File: config.mk
export PLATFORM = sky130hd
export DESIGN_NAME = telephone_call_control
export DESIGN_NICKNAME = d
export VERILOG_FILES = /design/src/rtl/tcc_pkg.sv /design/src/rtl/tcc_ctrl.sv /design/src/rtl/tcc_datapath.sv /design/src/rtl/telephone_call_control.sv
export SDC_FILE = /design/constraint.sdc
export NUM_CORES = 1
export LEC_CHECK = 0
export BUFFER_PORTS_ARGS = -buffer_cell sky130_fd_sc_hd__clkbuf_2
export CAP_MARGIN = 20
export CORE_ASPECT_RATIO = 1.5
export CORE_UTILIZATION = 40
export DETAILED_ROUTE_END_ITERATION = 8
export SLEW_MARGIN = 10
export SYNTH_ARGS = -nofsm -noshare
export SYNTH_HDL_FRONTEND = slang
export SYNTH_SLANG_ARGS = --single-unit
File: constraint.sdc
create_clock -name clk -period 11.31 [get_ports clk]
set_input_delay 2.262 -clock clk [delete_from_list [all_inputs] [get_ports clk]]
set_output_delay 2.262 -clock clk [all_outputs]
set_load 0.03 [all_outputs]
File: src/rtl/tcc_pkg.sv
// Shared types, codes and helpers for the telephone call control block.
`timescale 1ns / 1ps

package tcc_pkg;

  localparam int MAX_UNITS = 16;
  localparam int IDX_W     = $clog2(MAX_UNITS);
  localparam int EXT_W     = 10;

  // operation codes
  localparam logic [2:0] OP_REGISTER   = 3'd0;
  localparam logic [2:0] OP_UNREGISTER = 3'd1;
  localparam logic [2:0] OP_PICKUP     = 3'd2;
  localparam logic [2:0] OP_HANGUP     = 3'd3;
  localparam logic [2:0] OP_DIAL       = 3'd4;
  localparam logic [2:0] OP_CHAT       = 3'd5;

  // call states
  localparam logic [2:0] ST_ON_HOOK   = 3'd0;
  localparam logic [2:0] ST_RINGING   = 3'd1;
  localparam logic [2:0] ST_DIAL_TONE = 3'd2;
  localparam logic [2:0] ST_RING_BACK = 3'd3;
  localparam logic [2:0] ST_BUSY      = 3'd4;
  localparam logic [2:0] ST_CONNECTED = 3'd5;
  localparam logic [2:0] ST_ERROR     = 3'd6;

  // notice codes (a call state uses the same code as its notice)
  localparam logic [3:0] NT_ON_HOOK   = 4'd0;
  localparam logic [3:0] NT_RINGING   = 4'd1;
  localparam logic [3:0] NT_DIAL_TONE = 4'd2;
  localparam logic [3:0] NT_RING_BACK = 4'd3;
  localparam logic [3:0] NT_BUSY      = 4'd4;
  localparam logic [3:0] NT_CONNECTED = 4'd5;
  localparam logic [3:0] NT_ERROR     = 4'd6;
  localparam logic [3:0] NT_CHAT      = 4'd7;
  localparam logic [3:0] NT_NONE      = 4'd8;

  typedef struct packed {
    logic [EXT_W-1:0] ext;
    logic [2:0]       call_st;
    logic [EXT_W-1:0] peer;
    logic             has_peer;
  } entry_t;

  typedef struct packed {
    logic [EXT_W-1:0] dest;
    logic [3:0]       notice;
    logic [EXT_W-1:0] peer;
    logic             failed;
  } result_t;

  // controller to datapath
  typedef struct packed {
    logic capture;
    logic look;
    logic peer;
    logic exec;
    logic wr_s;
    logic out_sel;
  } ctl_cmd_t;

  // datapath to controller
  typedef struct packed {
    logic two;
  } ctl_status_t;

  function automatic result_t mk_res(logic [EXT_W-1:0] dest, logic [3:0] notice,
                                     logic [EXT_W-1:0] peer, logic failed);
    result_t r;
    r.dest   = dest;
    r.notice = notice;
    r.peer   = peer;
    r.failed = failed;
    return r;
  endfunction

endpackage

File: src/rtl/tcc_ctrl.sv
// Sequencer for the call switch: lookup, peer lookup, updates, notices.
`timescale 1ns / 1ps

module tcc_ctrl (
  input  logic                 clk,
  input  logic                 rst,
  input  logic                 in_valid,
  output logic                 in_ready,
  output logic                 out_valid,
  input  logic                 out_ready,
  input  tcc_pkg::ctl_status_t status,
  output tcc_pkg::ctl_cmd_t    cmd
);

  typedef enum logic [6:0] {
    S_IDLE = 7'b0000001,
    S_LOOK = 7'b0000010,
    S_PEER = 7'b0000100,
    S_EXEC = 7'b0001000,
    S_WR_S = 7'b0010000,
    S_OUT0 = 7'b0100000,
    S_OUT1 = 7'b1000000
  } state_t;

  state_t state;
  state_t state_next;

  always_ff @(posedge clk) begin
    if (rst) begin
      state <= S_IDLE;
    end else begin
      state <= state_next;
    end
  end

  always_comb begin
    state_next  = state;
    cmd         = '0;
    in_ready    = 1'b0;
    out_valid   = 1'b0;
    case (state)
      S_IDLE: begin
        in_ready    = 1'b1;
        cmd.capture = in_valid;
        if (in_valid) begin
          state_next = S_LOOK;
        end
      end
      S_LOOK: begin
        cmd.look   = 1'b1;
        state_next = S_PEER;
      end
      S_PEER: begin
        cmd.peer   = 1'b1;
        state_next = S_EXEC;
      end
      S_EXEC: begin
        cmd.exec   = 1'b1;
        state_next = S_WR_S;
      end
      S_WR_S: begin
        cmd.wr_s   = 1'b1;
        state_next = S_OUT0;
      end
      S_OUT0: begin
        out_valid = 1'b1;
        if (out_ready) begin
          state_next = status.two ? S_OUT1 : S_IDLE;
        end
      end
      S_OUT1: begin
        out_valid   = 1'b1;
        cmd.out_sel = 1'b1;
        if (out_ready) begin
          state_next = S_IDLE;
        end
      end
      default: begin
        state_next = S_IDLE;
      end
    endcase
  end

endmodule

File: src/rtl/tcc_datapath.sv
// Unit table, extension search, call decision and notice registers.
`timescale 1ns / 1ps

module tcc_datapath (
  input  logic                                 clk,
  input  logic                                 rst,
  input  tcc_pkg::ctl_cmd_t                    cmd,
  output tcc_pkg::ctl_status_t                 status,
  input  logic [2:0]                           operation,
  input  logic [tcc_pkg::EXT_W-1:0]            unit_ext,
  input  logic signed [tcc_pkg::EXT_W:0]       dial_ext,
  output logic [tcc_pkg::EXT_W-1:0]            dest_ext,
  output logic [3:0]                           notice,
  output logic [tcc_pkg::EXT_W-1:0]            peer_ext,
  output logic                                 failed,
  output logic                                 last
);

  // table
  logic [tcc_pkg::MAX_UNITS-1:0] slot_used;
  tcc_pkg::entry_t               slot_ent [tcc_pkg::MAX_UNITS];

  // captured item
  logic [2:0]                op;
  logic [tcc_pkg::EXT_W-1:0] u;
  logic [tcc_pkg::EXT_W:0]   d;

  // lookup results
  logic                      s_found;
  logic [tcc_pkg::IDX_W-1:0] s_idx;
  tcc_pkg::entry_t           s_ent;
  logic                      free_found;
  logic [tcc_pkg::IDX_W-1:0] free_idx;
  logic                      p_found;
  logic [tcc_pkg::IDX_W-1:0] p_idx;
  tcc_pkg::entry_t           p_ent;

  // planned requester write and notices
  logic                      s_we;
  logic [tcc_pkg::IDX_W-1:0] s_wr_idx;
  logic                      s_wr_used;
  tcc_pkg::entry_t           s_wr_ent;
  tcc_pkg::result_t          res0;
  tcc_pkg::result_t          res1;
  logic                      two;

  // shared search
  logic [tcc_pkg::EXT_W-1:0] key;
  logic                      hit;
  logic [tcc_pkg::IDX_W-1:0] hit_idx;
  logic                      free_hit;
  logic [tcc_pkg::IDX_W-1:0] free_hit_idx;
  tcc_pkg::entry_t           hit_ent;

  // decision
  logic                      p_we_c;
  tcc_pkg::entry_t           p_new_c;
  logic                      s_we_c;
  logic                      s_used_c;
  tcc_pkg::entry_t           s_new_c;
  tcc_pkg::result_t          r0_c;
  tcc_pkg::result_t          r1_c;
  logic                      two_c;
  logic                      in_call;
  logic [2:0]                hang_st;

  always_comb begin
    if (cmd.look) begin
      key = u;
    end else if (op == tcc_pkg::OP_DIAL) begin
      key = d[tcc_pkg::EXT_W-1:0];
    end else begin
      key = s_ent.peer;
    end
  end

  // lowest matching slot wins
  always_comb begin
    hit          = 1'b0;
    hit_idx      = '0;
    free_hit     = 1'b0;
    free_hit_idx = '0;
    for (int i = tcc_pkg::MAX_UNITS - 1; i >= 0; i--) begin
      if (slot_used[i] && slot_ent[i].ext == key) begin
        hit     = 1'b1;
        hit_idx = tcc_pkg::IDX_W'(i);
      end
      if (!slot_used[i]) begin
        free_hit     = 1'b1;
        free_hit_idx = tcc_pkg::IDX_W'(i);
      end
    end
    hit_ent = slot_ent[hit_idx];
  end

  always_ff @(posedge clk) begin
    if (cmd.capture) begin
      op <= operation;
      u  <= unit_ext;
      d  <= dial_ext;
    end
    if (cmd.look) begin
      s_found    <= hit;
      s_idx      <= hit_idx;
      s_ent      <= hit_ent;
      free_found <= free_hit;
      free_idx   <= free_hit_idx;
    end
    if (cmd.peer) begin
      p_found <= hit && (op == tcc_pkg::OP_DIAL || s_ent.has_peer);
      p_idx   <= hit_idx;
      p_ent   <= hit_ent;
    end
    if (cmd.exec) begin
      s_we      <= s_we_c;
      s_wr_idx  <= (op == tcc_pkg::OP_REGISTER) ? free_idx : s_idx;
      s_wr_used <= s_used_c;
      s_wr_ent  <= s_new_c;
      res0      <= r0_c;
      res1      <= r1_c;
      two       <= two_c;
    end
  end

  always_comb begin
    p_we_c   = 1'b0;
    p_new_c  = p_ent;
    s_we_c   = 1'b0;
    s_used_c = 1'b1;
    s_new_c  = s_ent;
    r0_c     = tcc_pkg::mk_res(u, tcc_pkg::NT_NONE, '0, 1'b1);
    r1_c     = r0_c;
    two_c    = 1'b0;
    in_call  = s_ent.call_st == tcc_pkg::ST_CONNECTED ||
               s_ent.call_st == tcc_pkg::ST_RINGING ||
               s_ent.call_st == tcc_pkg::ST_RING_BACK;
    hang_st  = (s_ent.call_st == tcc_pkg::ST_RING_BACK) ? tcc_pkg::ST_ON_HOOK
                                                        : tcc_pkg::ST_DIAL_TONE;
    if (op == tcc_pkg::OP_REGISTER) begin
      if (!s_found && free_found) begin
        s_we_c           = 1'b1;
        s_new_c.ext      = u;
        s_new_c.call_st  = tcc_pkg::ST_ON_HOOK;
        s_new_c.peer     = '0;
        s_new_c.has_peer = 1'b0;
        r0_c = tcc_pkg::mk_res(u, tcc_pkg::NT_ON_HOOK, u, 1'b0);
      end
    end else if (s_found) begin
      case (op)
        tcc_pkg::OP_UNREGISTER: begin
          s_we_c           = 1'b1;
          s_used_c         = 1'b0;
          s_new_c.has_peer = 1'b0;
          r0_c = tcc_pkg::mk_res(u, tcc_pkg::NT_NONE, '0, 1'b0);
        end
        tcc_pkg::OP_PICKUP: begin
          r0_c = tcc_pkg::mk_res(u, tcc_pkg::NT_NONE, '0, 1'b0);
          if (s_ent.call_st == tcc_pkg::ST_ON_HOOK) begin
            s_we_c          = 1'b1;
            s_new_c.call_st = tcc_pkg::ST_DIAL_TONE;
            r0_c = tcc_pkg::mk_res(u, tcc_pkg::NT_DIAL_TONE, '0, 1'b0);
          end else if (s_ent.call_st == tcc_pkg::ST_RINGING && p_found) begin
            p_we_c          = 1'b1;
            p_new_c.call_st = tcc_pkg::ST_CONNECTED;
            s_we_c          = 1'b1;
            s_new_c.call_st = tcc_pkg::ST_CONNECTED;
            two_c = 1'b1;
            r0_c  = tcc_pkg::mk_res(p_ent.ext, tcc_pkg::NT_CONNECTED, u, 1'b0);
            r1_c  = tcc_pkg::mk_res(u, tcc_pkg::NT_CONNECTED, p_ent.ext, 1'b0);
          end
        end
        tcc_pkg::OP_HANGUP: begin
          s_we_c          = 1'b1;
          s_new_c.call_st = tcc_pkg::ST_ON_HOOK;
          if (in_call) begin
            s_new_c.has_peer = 1'b0;
          end
          r0_c = tcc_pkg::mk_res(u, tcc_pkg::NT_ON_HOOK, u, 1'b0);
          if (in_call && p_found) begin
            p_we_c           = 1'b1;
            p_new_c.has_peer = 1'b0;
            p_new_c.call_st  = hang_st;
            two_c = 1'b1;
            r0_c  = tcc_pkg::mk_res(p_ent.ext, {1'b0, hang_st},
                      (hang_st == tcc_pkg::ST_ON_HOOK) ? p_ent.ext : '0, 1'b0);
            r1_c  = tcc_pkg::mk_res(u, tcc_pkg::NT_ON_HOOK, u, 1'b0);
          end
        end
        tcc_pkg::OP_DIAL: begin
          if (d[tcc_pkg::EXT_W]) begin
            r0_c = tcc_pkg::mk_res(u, tcc_pkg::NT_NONE, '0, 1'b1);
          end else if (!p_found) begin
            s_we_c          = 1'b1;
            s_new_c.call_st = tcc_pkg::ST_ERROR;
            r0_c = tcc_pkg::mk_res(u, tcc_pkg::NT_ERROR, '0, 1'b1);
          end else if (s_ent.call_st != tcc_pkg::ST_DIAL_TONE) begin
            r0_c = tcc_pkg::mk_res(u, tcc_pkg::NT_NONE, '0, 1'b0);
          end else if (p_idx != s_idx && p_ent.call_st == tcc_pkg::ST_ON_HOOK) begin
            p_we_c           = 1'b1;
            p_new_c.peer     = u;
            p_new_c.has_peer = 1'b1;
            p_new_c.call_st  = tcc_pkg::ST_RINGING;
            s_we_c           = 1'b1;
            s_new_c.peer     = p_ent.ext;
            s_new_c.has_peer = 1'b1;
            s_new_c.call_st  = tcc_pkg::ST_RING_BACK;
            two_c = 1'b1;
            r0_c  = tcc_pkg::mk_res(u, tcc_pkg::NT_RING_BACK, '0, 1'b0);
            r1_c  = tcc_pkg::mk_res(p_ent.ext, tcc_pkg::NT_RINGING, '0, 1'b0);
          end else begin
            s_we_c          = 1'b1;
            s_new_c.call_st = tcc_pkg::ST_BUSY;
            r0_c = tcc_pkg::mk_res(u, tcc_pkg::NT_BUSY, '0, 1'b0);
          end
        end
        tcc_pkg::OP_CHAT: begin
          if (s_ent.call_st == tcc_pkg::ST_CONNECTED) begin
            two_c = 1'b1;
            r0_c  = tcc_pkg::mk_res(s_ent.peer, tcc_pkg::NT_CHAT, u, 1'b0);
            r1_c  = tcc_pkg::mk_res(u, tcc_pkg::NT_CONNECTED, s_ent.peer, 1'b0);
          end
        end
        default: begin
          r0_c = tcc_pkg::mk_res(u, tcc_pkg::NT_NONE, '0, 1'b1);
        end
      endcase
    end
  end

  // peer entry first, requester entry in the cycle after
  always_ff @(posedge clk) begin
    if (rst) begin
      slot_used <= '0;
    end else if (cmd.wr_s && s_we) begin
      slot_used[s_wr_idx] <= s_wr_used;
    end
  end

  always_ff @(posedge clk) begin
    if (cmd.exec && p_we_c) begin
      slot_ent[p_idx] <= p_new_c;
    end else if (cmd.wr_s && s_we) begin
      slot_ent[s_wr_idx] <= s_wr_ent;
    end
  end

  assign status.two = two;

  always_comb begin
    if (cmd.out_sel) begin
      dest_ext = res1.dest;
      notice   = res1.notice;
      peer_ext = res1.peer;
      failed   = res1.failed;
    end else begin
      dest_ext = res0.dest;
      notice   = res0.notice;
      peer_ext = res0.peer;
      failed   = res0.failed;
    end
    last = cmd.out_sel || !two;
  end

endmodule

File: src/rtl/telephone_call_control.sv
// Top level of the telephone call switch: sequencer plus unit table datapath.
`timescale 1ns / 1ps

//  channel   handshake              payload
//  input     in_valid / in_ready    operation, unit_ext, dial_ext
//  output    out_valid / out_ready  dest_ext, notice, peer_ext, failed, last
//
//  The sequencer walks each accepted operation through requester search, peer
//  search, peer update and requester update, then gives one notice word or two,
//  each held until out_ready is high; the next operation is accepted after that.
//  Reset (rst, synchronous) marks every table slot free and idles the sequencer.
//  A stalled notice word holds on the output ports; input is refused meanwhile.

module telephone_call_control (
  input  logic                            clk,
  input  logic                            rst,
  input  logic                            in_valid,
  output logic                            in_ready,
  input  logic [2:0]                      operation,
  input  logic [tcc_pkg::EXT_W-1:0]       unit_ext,
  input  logic signed [tcc_pkg::EXT_W:0]  dial_ext,
  output logic                            out_valid,
  input  logic                            out_ready,
  output logic [tcc_pkg::EXT_W-1:0]       dest_ext,
  output logic [3:0]                      notice,
  output logic [tcc_pkg::EXT_W-1:0]       peer_ext,
  output logic                            failed,
  output logic                            last
);

  // command and status between sequencer and datapath
  tcc_pkg::ctl_cmd_t    cmd;
  tcc_pkg::ctl_status_t status;

  // sequencer: walks each operation through search, update and notice steps
  tcc_ctrl u_ctrl (
    .clk       (clk),
    .rst       (rst),
    .in_valid  (in_valid),
    .in_ready  (in_ready),
    .out_valid (out_valid),
    .out_ready (out_ready),
    .status    (status),
    .cmd       (cmd)
  );

  // datapath: unit table, shared extension search, call decision, notices
  tcc_datapath u_dp (
    .clk       (clk),
    .rst       (rst),
    .cmd       (cmd),
    .status    (status),
    .operation (operation),
    .unit_ext  (unit_ext),
    .dial_ext  (dial_ext),
    .dest_ext  (dest_ext),
    .notice    (notice),
    .peer_ext  (peer_ext),
    .failed    (failed),
    .last      (last)
  );

endmodule
# Word-level counts from Yosys, hierarchy flattened
# Memories as Yosys holds them, arrays and structs flattened.
# Index checks and enable logic that the tools add are counted.
classes:
  eq_ne: 36
  magnitude_cmp: 2
  n_mux: 154
  n_bitwise: 1
  n_reduce_logical: 43
ops:
  columns: ["operator", "n"]
  rows:
  - ["$mux 25", 12]
  - ["$eq 10x10->1", 16]
  - ["$mux 14", 11]
  - ["$pmux 25 s5", 1]
  - ["$mux 15", 8]
  - ["$mux 4", 27]
  - ["$pmux 25 s4", 1]
  - ["$mux 10", 8]
  - ["$mux 1", 54]
  - ["$pmux 7 s7", 1]
  - ["$mux 24", 2]
  - ["$mux 3", 11]
  - ["$mux 7", 4]
  - ["$logic_and 1x1->1", 24]
  - ["$reduce_or 24->1", 1]
  - ["$mux 11", 2]
  - ["$pmux 3 s3", 2]
  - ["$bwmux 16", 1]
  - ["$reduce_and 15->1", 1]
  - ["$logic_not 3->1", 4]
  - ["$eq 3x2->1 const B", 3]
  - ["$eq 3x3->1 const B", 3]
  - ["$pmux 1 s3", 3]
  - ["$reduce_and 8->1", 1]
  - ["other kinds (24)", 35]
word_totals:
  out_inout_bits: 28
  mem_count: 1
  inputBits: 28
  reg_bits: 191
  ramBits: 384
  wordCells: 275
memory_table:
  columns: ["name", "words", "word_bits", "rd", "rd_clocked_by_memory_dff", "write_ports", "line_no", "source"]
  rows:
  - ["u_dp.slot_ent", 16, 24, 17, 0, 1, "tcc_datapath.sv:21", "tcc_pkg::entry_t slot_ent [tcc_pkg::MAX_UNITS];"]

# Longest topological paths before layout
# Gate-level depths: netlist of the first run.
depth:
  word_depth: 22
  depth_mapped: 24
  mapped_depth_nobuf: 16

# Modules after synthesis
# A second synthesis of the first run with hierarchy kept.
hier_totals:
  cells_unflattened: 2271
  area_unflattened_um2: 27660.3
modules_own_cells:
  columns: ["module", "n_inst", "seq_area_each_um2", "area_each_um2", "cells_per_inst"]
  rows:
  - ["tcc_datapath", 1, 16836.1, 27206.1, 2213]
  - ["tcc_ctrl", 1, 140.1, 454.2, 58]

# Worst setup path after synthesis of the first run
# Ideal clock, no wire load.
synth_path:
  path_kind: "flip-flop to flip-flop"
  start: "register u_ctrl.state[5]"
  end: "register u_dp.p_ent[10] (netlist name), data pin"
  period_less_slack_ns: 5.004
  n_path_buf: 7
  required_ns: 11.039
  setup_slack_ns: 6.306
  setup_time_ns: 0.271
  path_stages_with_launch: 23
  arrival_ns: 4.733
  path_cell_list: "dfxtp_1 > buf_2 > or3_1 > buf_2 > or2_1 > buf_6 > buf_6 > inv_1 > o211ai_1 > or4_1 > nor4_1 > or2_1 > or3_1 > o21bai_1 > nand3_2 > inv_2 > buf_6 > nand3_1 > buf_2 > buf_4 > o211ai_1 > a21o_1 > o211ai_1"
synth_lines:
  columns: ["item", "line_no", "source"]
  rows:
  - ["from (decl)", "tcc_ctrl.sv:25", "state_t state;"]
  - ["from (signal assigned)", "tcc_ctrl.sv:32", "state <= state_next;"]
  - ["to (signal assigned)", "tcc_datapath.sv:112", "p_ent <= hit_ent;"]
  - ["to (decl)", "tcc_datapath.sv:36", "tcc_pkg::entry_t p_ent;"]

==> results of run 1 <==
## flip-flops by register name, summed over array words and instances, names as in the netlist, 3 cells and up
name            count
u_dp.p_ent         24
u_dp.s_wr_ent      24
u_dp.d             11
u_dp.free_idx       4
u_dp.s_idx          4
u_dp.slot_ent     384
u_dp.op             3
u_dp.s_wr_idx       4
u_ctrl.state        7
u_dp.res0          25
u_dp.slot_used     16
u_dp.s_ent         24
u_dp.p_idx          4
u_dp.u             10
u_dp.res1          23
## layout make-up
type                       count  share of cell area
clock buffer                  65              0.0455
inverter                      25             0.00314
clock inverter                26             0.00741
timing repair buffer         107              0.0225
multi-input combinational   1390               0.316
tap                          885              0.0371
sequential                   573               0.568
## layer usage
layer	vias to the layer above	share of wire	track usage
li1	8083	-	-
met1	9024	0.36	0.278
met2	790	0.53	0.454
met3	217	0.048	0.0284
met4	0	0.062	0.143
met5	-	0	0
## worst max-delay path, stage by stage (launching register included)
cell      delay, ns
edfxtp_1       0.62
nor3b_2        0.25
buf_4          0.31
mux2i_1        0.48
mux2_1         0.84
xor2_1         0.22
nand4_1        0.13
nor4_1         0.55
o21bai_1       0.15
a211oi_1       0.34
o21a_4         0.59
buf_4          0.54
buf_4          0.62
mux2_2         0.42
o211ai_1       0.21
a21o_1         0.14
o211ai_1       0.12
## placed cells by master (no fill, tap or decap), types with 17 or more instances in the layout
master,netlist,layout
a21oi_1,88,88
a222oi_1,17,17
a22o_1,21,21
a31oi_1,31,30
buf_4,13,49
clkbuf_16,0,52
clkbuf_2,0,56
dfxtp_1,23,23
edfxtp_1,550,550
inv_1,23,22
mux2_2,49,49
mux2i_1,122,122
nand2_1,271,271
nand3_1,92,92
nand4_1,35,35
nor2_1,110,93
nor3_1,44,43
o211ai_1,51,51
o21ai_0,67,67
xor2_1,147,147
## worst paths after layout
kind | startpoint | to | slack (ns) | cells past startpoint
worst min register to register | u_dp.free_idx[1] | u_dp.s_wr_idx[1] | 0.51 | 2
worst min-delay path | u_dp.free_idx[1] | u_dp.s_wr_idx[1] | 0.51 | 2
worst max-delay path | u_dp.op[2] | u_dp.s_ent[5] | 4.31 | 16
worst max register to register | u_dp.op[2] | u_dp.s_ent[5] | 4.31 | 16
## report_power, final
part	leakage (nW)	switching, W	total [W]	internal [W]
Sequential	5.16	0.0000173	0.00233	0.00231
Combinational	4.14	0.000102	0.000147	0.0000444
Clock	0.769	0.000790	0.00171	0.000920
## cells by family (layout without fill, tap and decap cells)
logic type	Yosys count	count (layout)
buffers and inverters	157	223
AND/OR/NAND/NOR	625	625
XOR/XNOR	151	151
AO/OA/AOI/OAI	417	417
multiplexers	197	197
flip-flops	573	573
## synthesized netlist by cell type (32+ instances only)
cell type	n	share of area
clkbuf_1	59	0.0082
o21ai_0	67	0.012
xor2_1	147	0.048
a21oi_1	88	0.016
nor3_1	44	0.0081
nand2_1	271	0.038
edfxtp_1	550	0.61
nand3_1	92	0.017
o211ai_1	51	0.014
mux2i_1	122	0.045
buf_2	32	0.0059
nand4_1	35	0.0081
nor2_1	110	0.015
mux2_2	49	0.020
## stage by stage
step	util	std cells	area [um2]
2_1_floorplan	-	2120	27100
3_3_place_gp	0.424	2977	28300
3_5_place_dp	0.424	2977	28300
4_1_cts	0.447	3068	29900
5_1_grt	0.448	3071	29900
6_report	0.448	3071	29900
==> metrics.csv, run 1 <==
stage;metric;value;unit
die;row cnt;116;
drt;vias per inst;5.90;
yosys;syn_area_per_cell;12.8;um2
sta;fmax;143;MHz
grt;number of global-route vias before repair;18063;
clock_network;clock buffer depth;3;
job;max_cap viols;0;
power;Leak;10.1;nW
yosys;count of cell types in the netlist;70;
power;Overall Power;0.00418;W
cells_and_area;Nets;2177;
clock_network;Hold Buf Count CTS;0;
sta;post-route worst setup slack;4.31;ns
cells_and_area;FF/Latch Area;0.0170;mm2
sta;Final setup viols;0;
power;peak supply drop;0.109;mV
yosys;syn nets;2148;
sta;post-layout min period;7.00;ns
critical_path;CP Data Required Time;11.65;ns
die;Ports;56;
yosys;Post-synth EDFFs;550;
grt;total track usage;0.248;
clock_network;CTS buffer count;52;
power;PwrDens;140;mW/mm2
drt;wire length per cell;27.9;um
clock_network;root buffer cell;clkbuf_16;
placement;port buffer count;55;
drt;DRT antenna net count;0;
placement;Routability Congestion;1.08;
die;DIE WIDTH;214;um
drt;drt first-iter violations;1702;
yosys;largest family of logic cells by synthesized area;compound AO/OA/AOI/OAI gates;
sta;Final Hold Fails;0;
cells_and_area;share of cells above drive strength 1;0.141;
yosys;adder-cell share of the synthesized area;0;
yosys;post-synthesis sequential area ratio;0.627;
clock_network;CTS H-tree lvls;2;
clock_network;Clock Latency Late Sink;0.63;ns
die;die height;321;um
yosys;ys async rst share;0;
grt;largest net degree at the start of global routing;133;
yosys;Yosys reg bits;573;
placement;detailed placement HPWL;60300;um
hold_path;worst min path class;flop to flop;
sta;RSZ-0062 raised after global routing;no;
yosys;simple-gate portion of the synthesized area;0.105;
grt;first-pass GRT wire length;124000;um
yosys;xor/xnor share of the synthesized area;0.0489;
sta;worst slew pin tran;1.26;ns
critical_path;CP endpoint kind;flop;
sta;fin crit share;0.619;
die;die area;0.0687;mm2
drt;drt pass-1 iters;8;
die;Core ar.;0.0668;mm2
sta;hold_ws;0.514;ns
sta;setup TNS;0;ns
drt;DRC viols;0;
yosys;mux share of post-synthesis cell area;0.0791;
outcome;run status;complete, no violations;
yosys;synth warn;0;
clock_network;setup bufs post-CTS;0;
cells_and_area;area grow syn2layout;10.4;%
clock_network;CTS Sinks;573;
yosys;Synth Cell Area;0.0271;mm2
critical_path;CP Max Fanout;54;
sta;Setup Skew;0.0236;ns
critical_path;critical path launch point type;flop;
yosys;predominant post-synthesis flop cell;edfxtp_1;
grt;GR Overflow Total;0;
cells_and_area;area of the multi-input gates;0.00945;mm2
yosys;Compound-Gate Fraction of Synth Area;0.110;
critical_path;worst path arrival time;7.34;ns
cells_and_area;Inserted Diodes;0;
cells_and_area;fillers;6083;
placement;Place WS;4.45;ns
yosys;cell count after synthesis;2120;
drt;vias;18114;
drt;final WL;85700;um
die;Initial Util;0.405;
sta;Slew Viols, Final;0;
grt;initial antenna violation count;0;
clock_network;CTS clock-pin slew for the worst setup and hold paths;0.07;ns
critical_path;crit path kind;flop to flop;
sta;relative slew slack;0.155;
clock_network;TritonCTS clock tree;done;
clock_network;post-CTS sizing;0;
Power figures use the tool's default switching activity.
==> run 2, diff against run 1 <==
==> constraint.sdc (replaced) <==
create_clock -name clk -period 7.2 [get_ports clk]
set_input_delay 1.44 -clock clk [delete_from_list [all_inputs] [get_ports clk]]
set_output_delay 1.44 -clock clk [all_outputs]
set_load 0.03 [all_outputs]
==> metrics.csv, run 2 (synthesized netlist as in run 1, its figures left out) <==
stage;metric;value;unit;change
sta;Final Hold Fails;0;;unchanged
drt;vias;18190;;+0.42%
clock_network;post-CTS sizing;0;;unchanged
cells_and_area;area of the multi-input gates;0.00944;mm2;-0.12%
clock_network;CTS buffer count;53;;+1.9%
clock_network;setup bufs post-CTS;0;;unchanged
drt;wire length per cell;28.4;um;+1.9%
sta;worst slew pin tran;1.13;ns;-0.128 ns
die;Initial Util;0.405;;unchanged
critical_path;CP Data Required Time;7.53;ns;-4.12 ns
sta;RSZ-0062 raised after global routing;no;;
power;peak supply drop;0.221;mV;+100%
die;die area;0.0687;mm2;unchanged
cells_and_area;most common cell after layout, fill and taps aside;edfxtp_1;;
drt;DRT antenna net count;0;;unchanged
critical_path;delay of the slowest critical-path stage;0.68;ns;-0.16 ns
sta;post-route worst setup slack;1.08;ns;-3.23 ns
cells_and_area;Inserted Diodes;0;;unchanged
clock_network;root buffer cell;clkbuf_16;;
clock_network;CTS Sinks;573;;unchanged
grt;Top Usage Layer GRT;met2;;
grt;met1 Use GR;0.279;;+0.00127
placement;port buffer count;55;;unchanged
placement;Routability Congestion;1.02;;-5.2%
clock_network;CTS clock-pin slew for the worst setup and hold paths;0.07;ns;about the same
sta;Setup Skew;0.0247;ns;+0.00109 ns
clock_network;Clock Latency Late Sink;0.64;ns;about the same
sta;fmax;163;MHz;+14%
cells_and_area;fillers;6024;;-0.97%
critical_path;worst-path cell chain;nor3b_2 > buf_4 > mux2i_1 > mux2_4 > xor2_1 > nand4_1 > or3_1 > a21oi_1 > o21bai_1 > a211oi_1 > o21a_4 > buf_12 > buf_4 > mux2i_1 > a211oi_2 > o21ai_1 > nand3_1;;
clock_network;Hold Buf Count CTS;0;;unchanged
critical_path;CP max stage cell;mux2i_1;;
critical_path;worst path arrival time;6.45;ns;-0.89 ns
cells_and_area;Core Util, Final;0.455;;+0.00751
drt;drt pass-1 iters;8;;unchanged
cells_and_area;area grow syn2layout;12.3;%;
cells_and_area;Biggest register;u_dp.slot_ent;;
critical_path;CP endpoint kind;flop;;
grt;first-pass GRT wire length;127000;um;+2.0%
clock_network;CTS H-tree lvls;2;;unchanged
job;max_cap viols;0;;unchanged
cells_and_area;FF/Latch Area;0.0170;mm2;unchanged
cells_and_area;Largest register FFs;384;;unchanged
grt;largest net degree at the start of global routing;64;;-52%
grt;GR Overflow Total;0;;unchanged
placement;detailed placement HPWL;63400;um;+5.2%
placement;Place WS;1.23;ns;-3.22 ns
grt;number of global-route vias before repair;18359;;+1.6%
sta;relative slew slack;0.245;;+0.0892
die;DIE WIDTH;214;um;unchanged
cells_and_area;most frequent cells in the layout;550 x edfxtp_1, 271 x nand2_1, 147 x xor2_1;;
power;Overall Power;0.00684;W;+64%
cells_and_area;Nets;2204;;+1.2%
critical_path;CP Max Fanout;33;;-39%
sta;Slew Viols, Final;0;;unchanged
drt;vias per inst;5.86;;-0.58%
drt;drt first-iter violations;2106;;+24%
grt;initial antenna violation count;0;;unchanged
clock_network;TritonCTS clock tree;done;;
clock_network;clock buffer depth;3;;unchanged
critical_path;critical path launch point type;flop;;
sta;setup TNS;0;ns;unchanged
die;row cnt;116;;unchanged
cells_and_area;share of cells above drive strength 1;0.155;;+0.0134
die;Core ar.;0.0668;mm2;unchanged
drt;DRC viols;0;;unchanged
outcome;run status;complete, no violations;;
critical_path;crit path kind;flop to flop;;
die;die height;321;um;unchanged
sta;post-layout min period;6.12;ns;-0.879 ns
cells_and_area;biggest regs;u_dp.slot_ent (384), u_dp.res0 (25);;
hold_path;worst min path class;flop to flop;;
sta;fin crit share;0.850;;+0.231
drt;final WL;88200;um;+2.9%
grt;M3 GR Usage;0.0314;;+0.00294
power;Leak;10.3;nW;+2.7%
sta;Final setup viols;0;;unchanged
grt;total track usage;0.255;;+0.00720
grt;M2 GR Usage;0.475;;+0.0214
power;PwrDens;225;mW/mm2;+61%
die;Ports;56;;unchanged
-- run 2: cell types whose count changed in the layout (fill, tap and decap cells not counted), sizes merged --
| cell | delta |
|---|---|
| clkinvlp | -1 |
| buf | +27 |
| clkinv | +4 |
| inv | -1 |
| clkbuf | -3 |
| bufinv | +5 |
-- run 2: layout make-up --
type	instances	area share
well taps	885	0.0364
inverters	25	0.00309
clock inverters	33	0.0131
clock buffers	63	0.0456
multi-input cells	1390	0.311
repair buffers	133	0.0324
flip-flops and latches	573	0.559
-- run 2: per-stage QoR --
step                      hold WS, ns  cell area [um2]  cells
after floorplan                 0.472            27100   2120
after global placement          0.493            28500   2999
after detailed placement        0.494            28600   3004
after CTS                       0.524            30400   3100
after global routing            0.547            30400   3102
final                           0.524            30400   3102
-- run 2: path summary, 6_finish.rpt --
kind	endpoint	depth (start not counted)	start	slack (ns)
setup / recovery	u_dp.s_ent[17]	17	u_dp.op[2]	1.08
hold / removal	u_dp.s_wr_ent[15]	2	u_dp.s_ent[15]	0.52
setup reg to reg	u_dp.s_ent[17]	17	u_dp.op[2]	1.08
hold reg to reg	u_dp.s_wr_ent[15]	2	u_dp.s_ent[15]	0.52
-- run 2: critical path, delay by kind of cell (launching register included) --
kind / cells / cell delay [ns]
compound gates: 6 / 1.33
xor+xnor: 1 / 0.34
buf+inv: 3 / 0.94
flops: 1 / 0.67
mux: 3 / 1.45
simple gates: 4 / 1.01
-- run 2: power by group --
part / total [W] / leakage, nW / internal, W / switching (W)
Clock: 0.00294 / 0.875 / 0.00167 / 0.00128
Combinational: 0.000244 / 4.31 / 0.0000721 / 0.000172
Sequential: 0.00366 / 5.16 / 0.00363 / 0.0000286
-- run 2: metal layers --
metal	part of all wire	wire length, um
met3	0.046	4040
met5	0	0
met2	0.53	46900
met1	0.36	32100
met4	0.057	5040
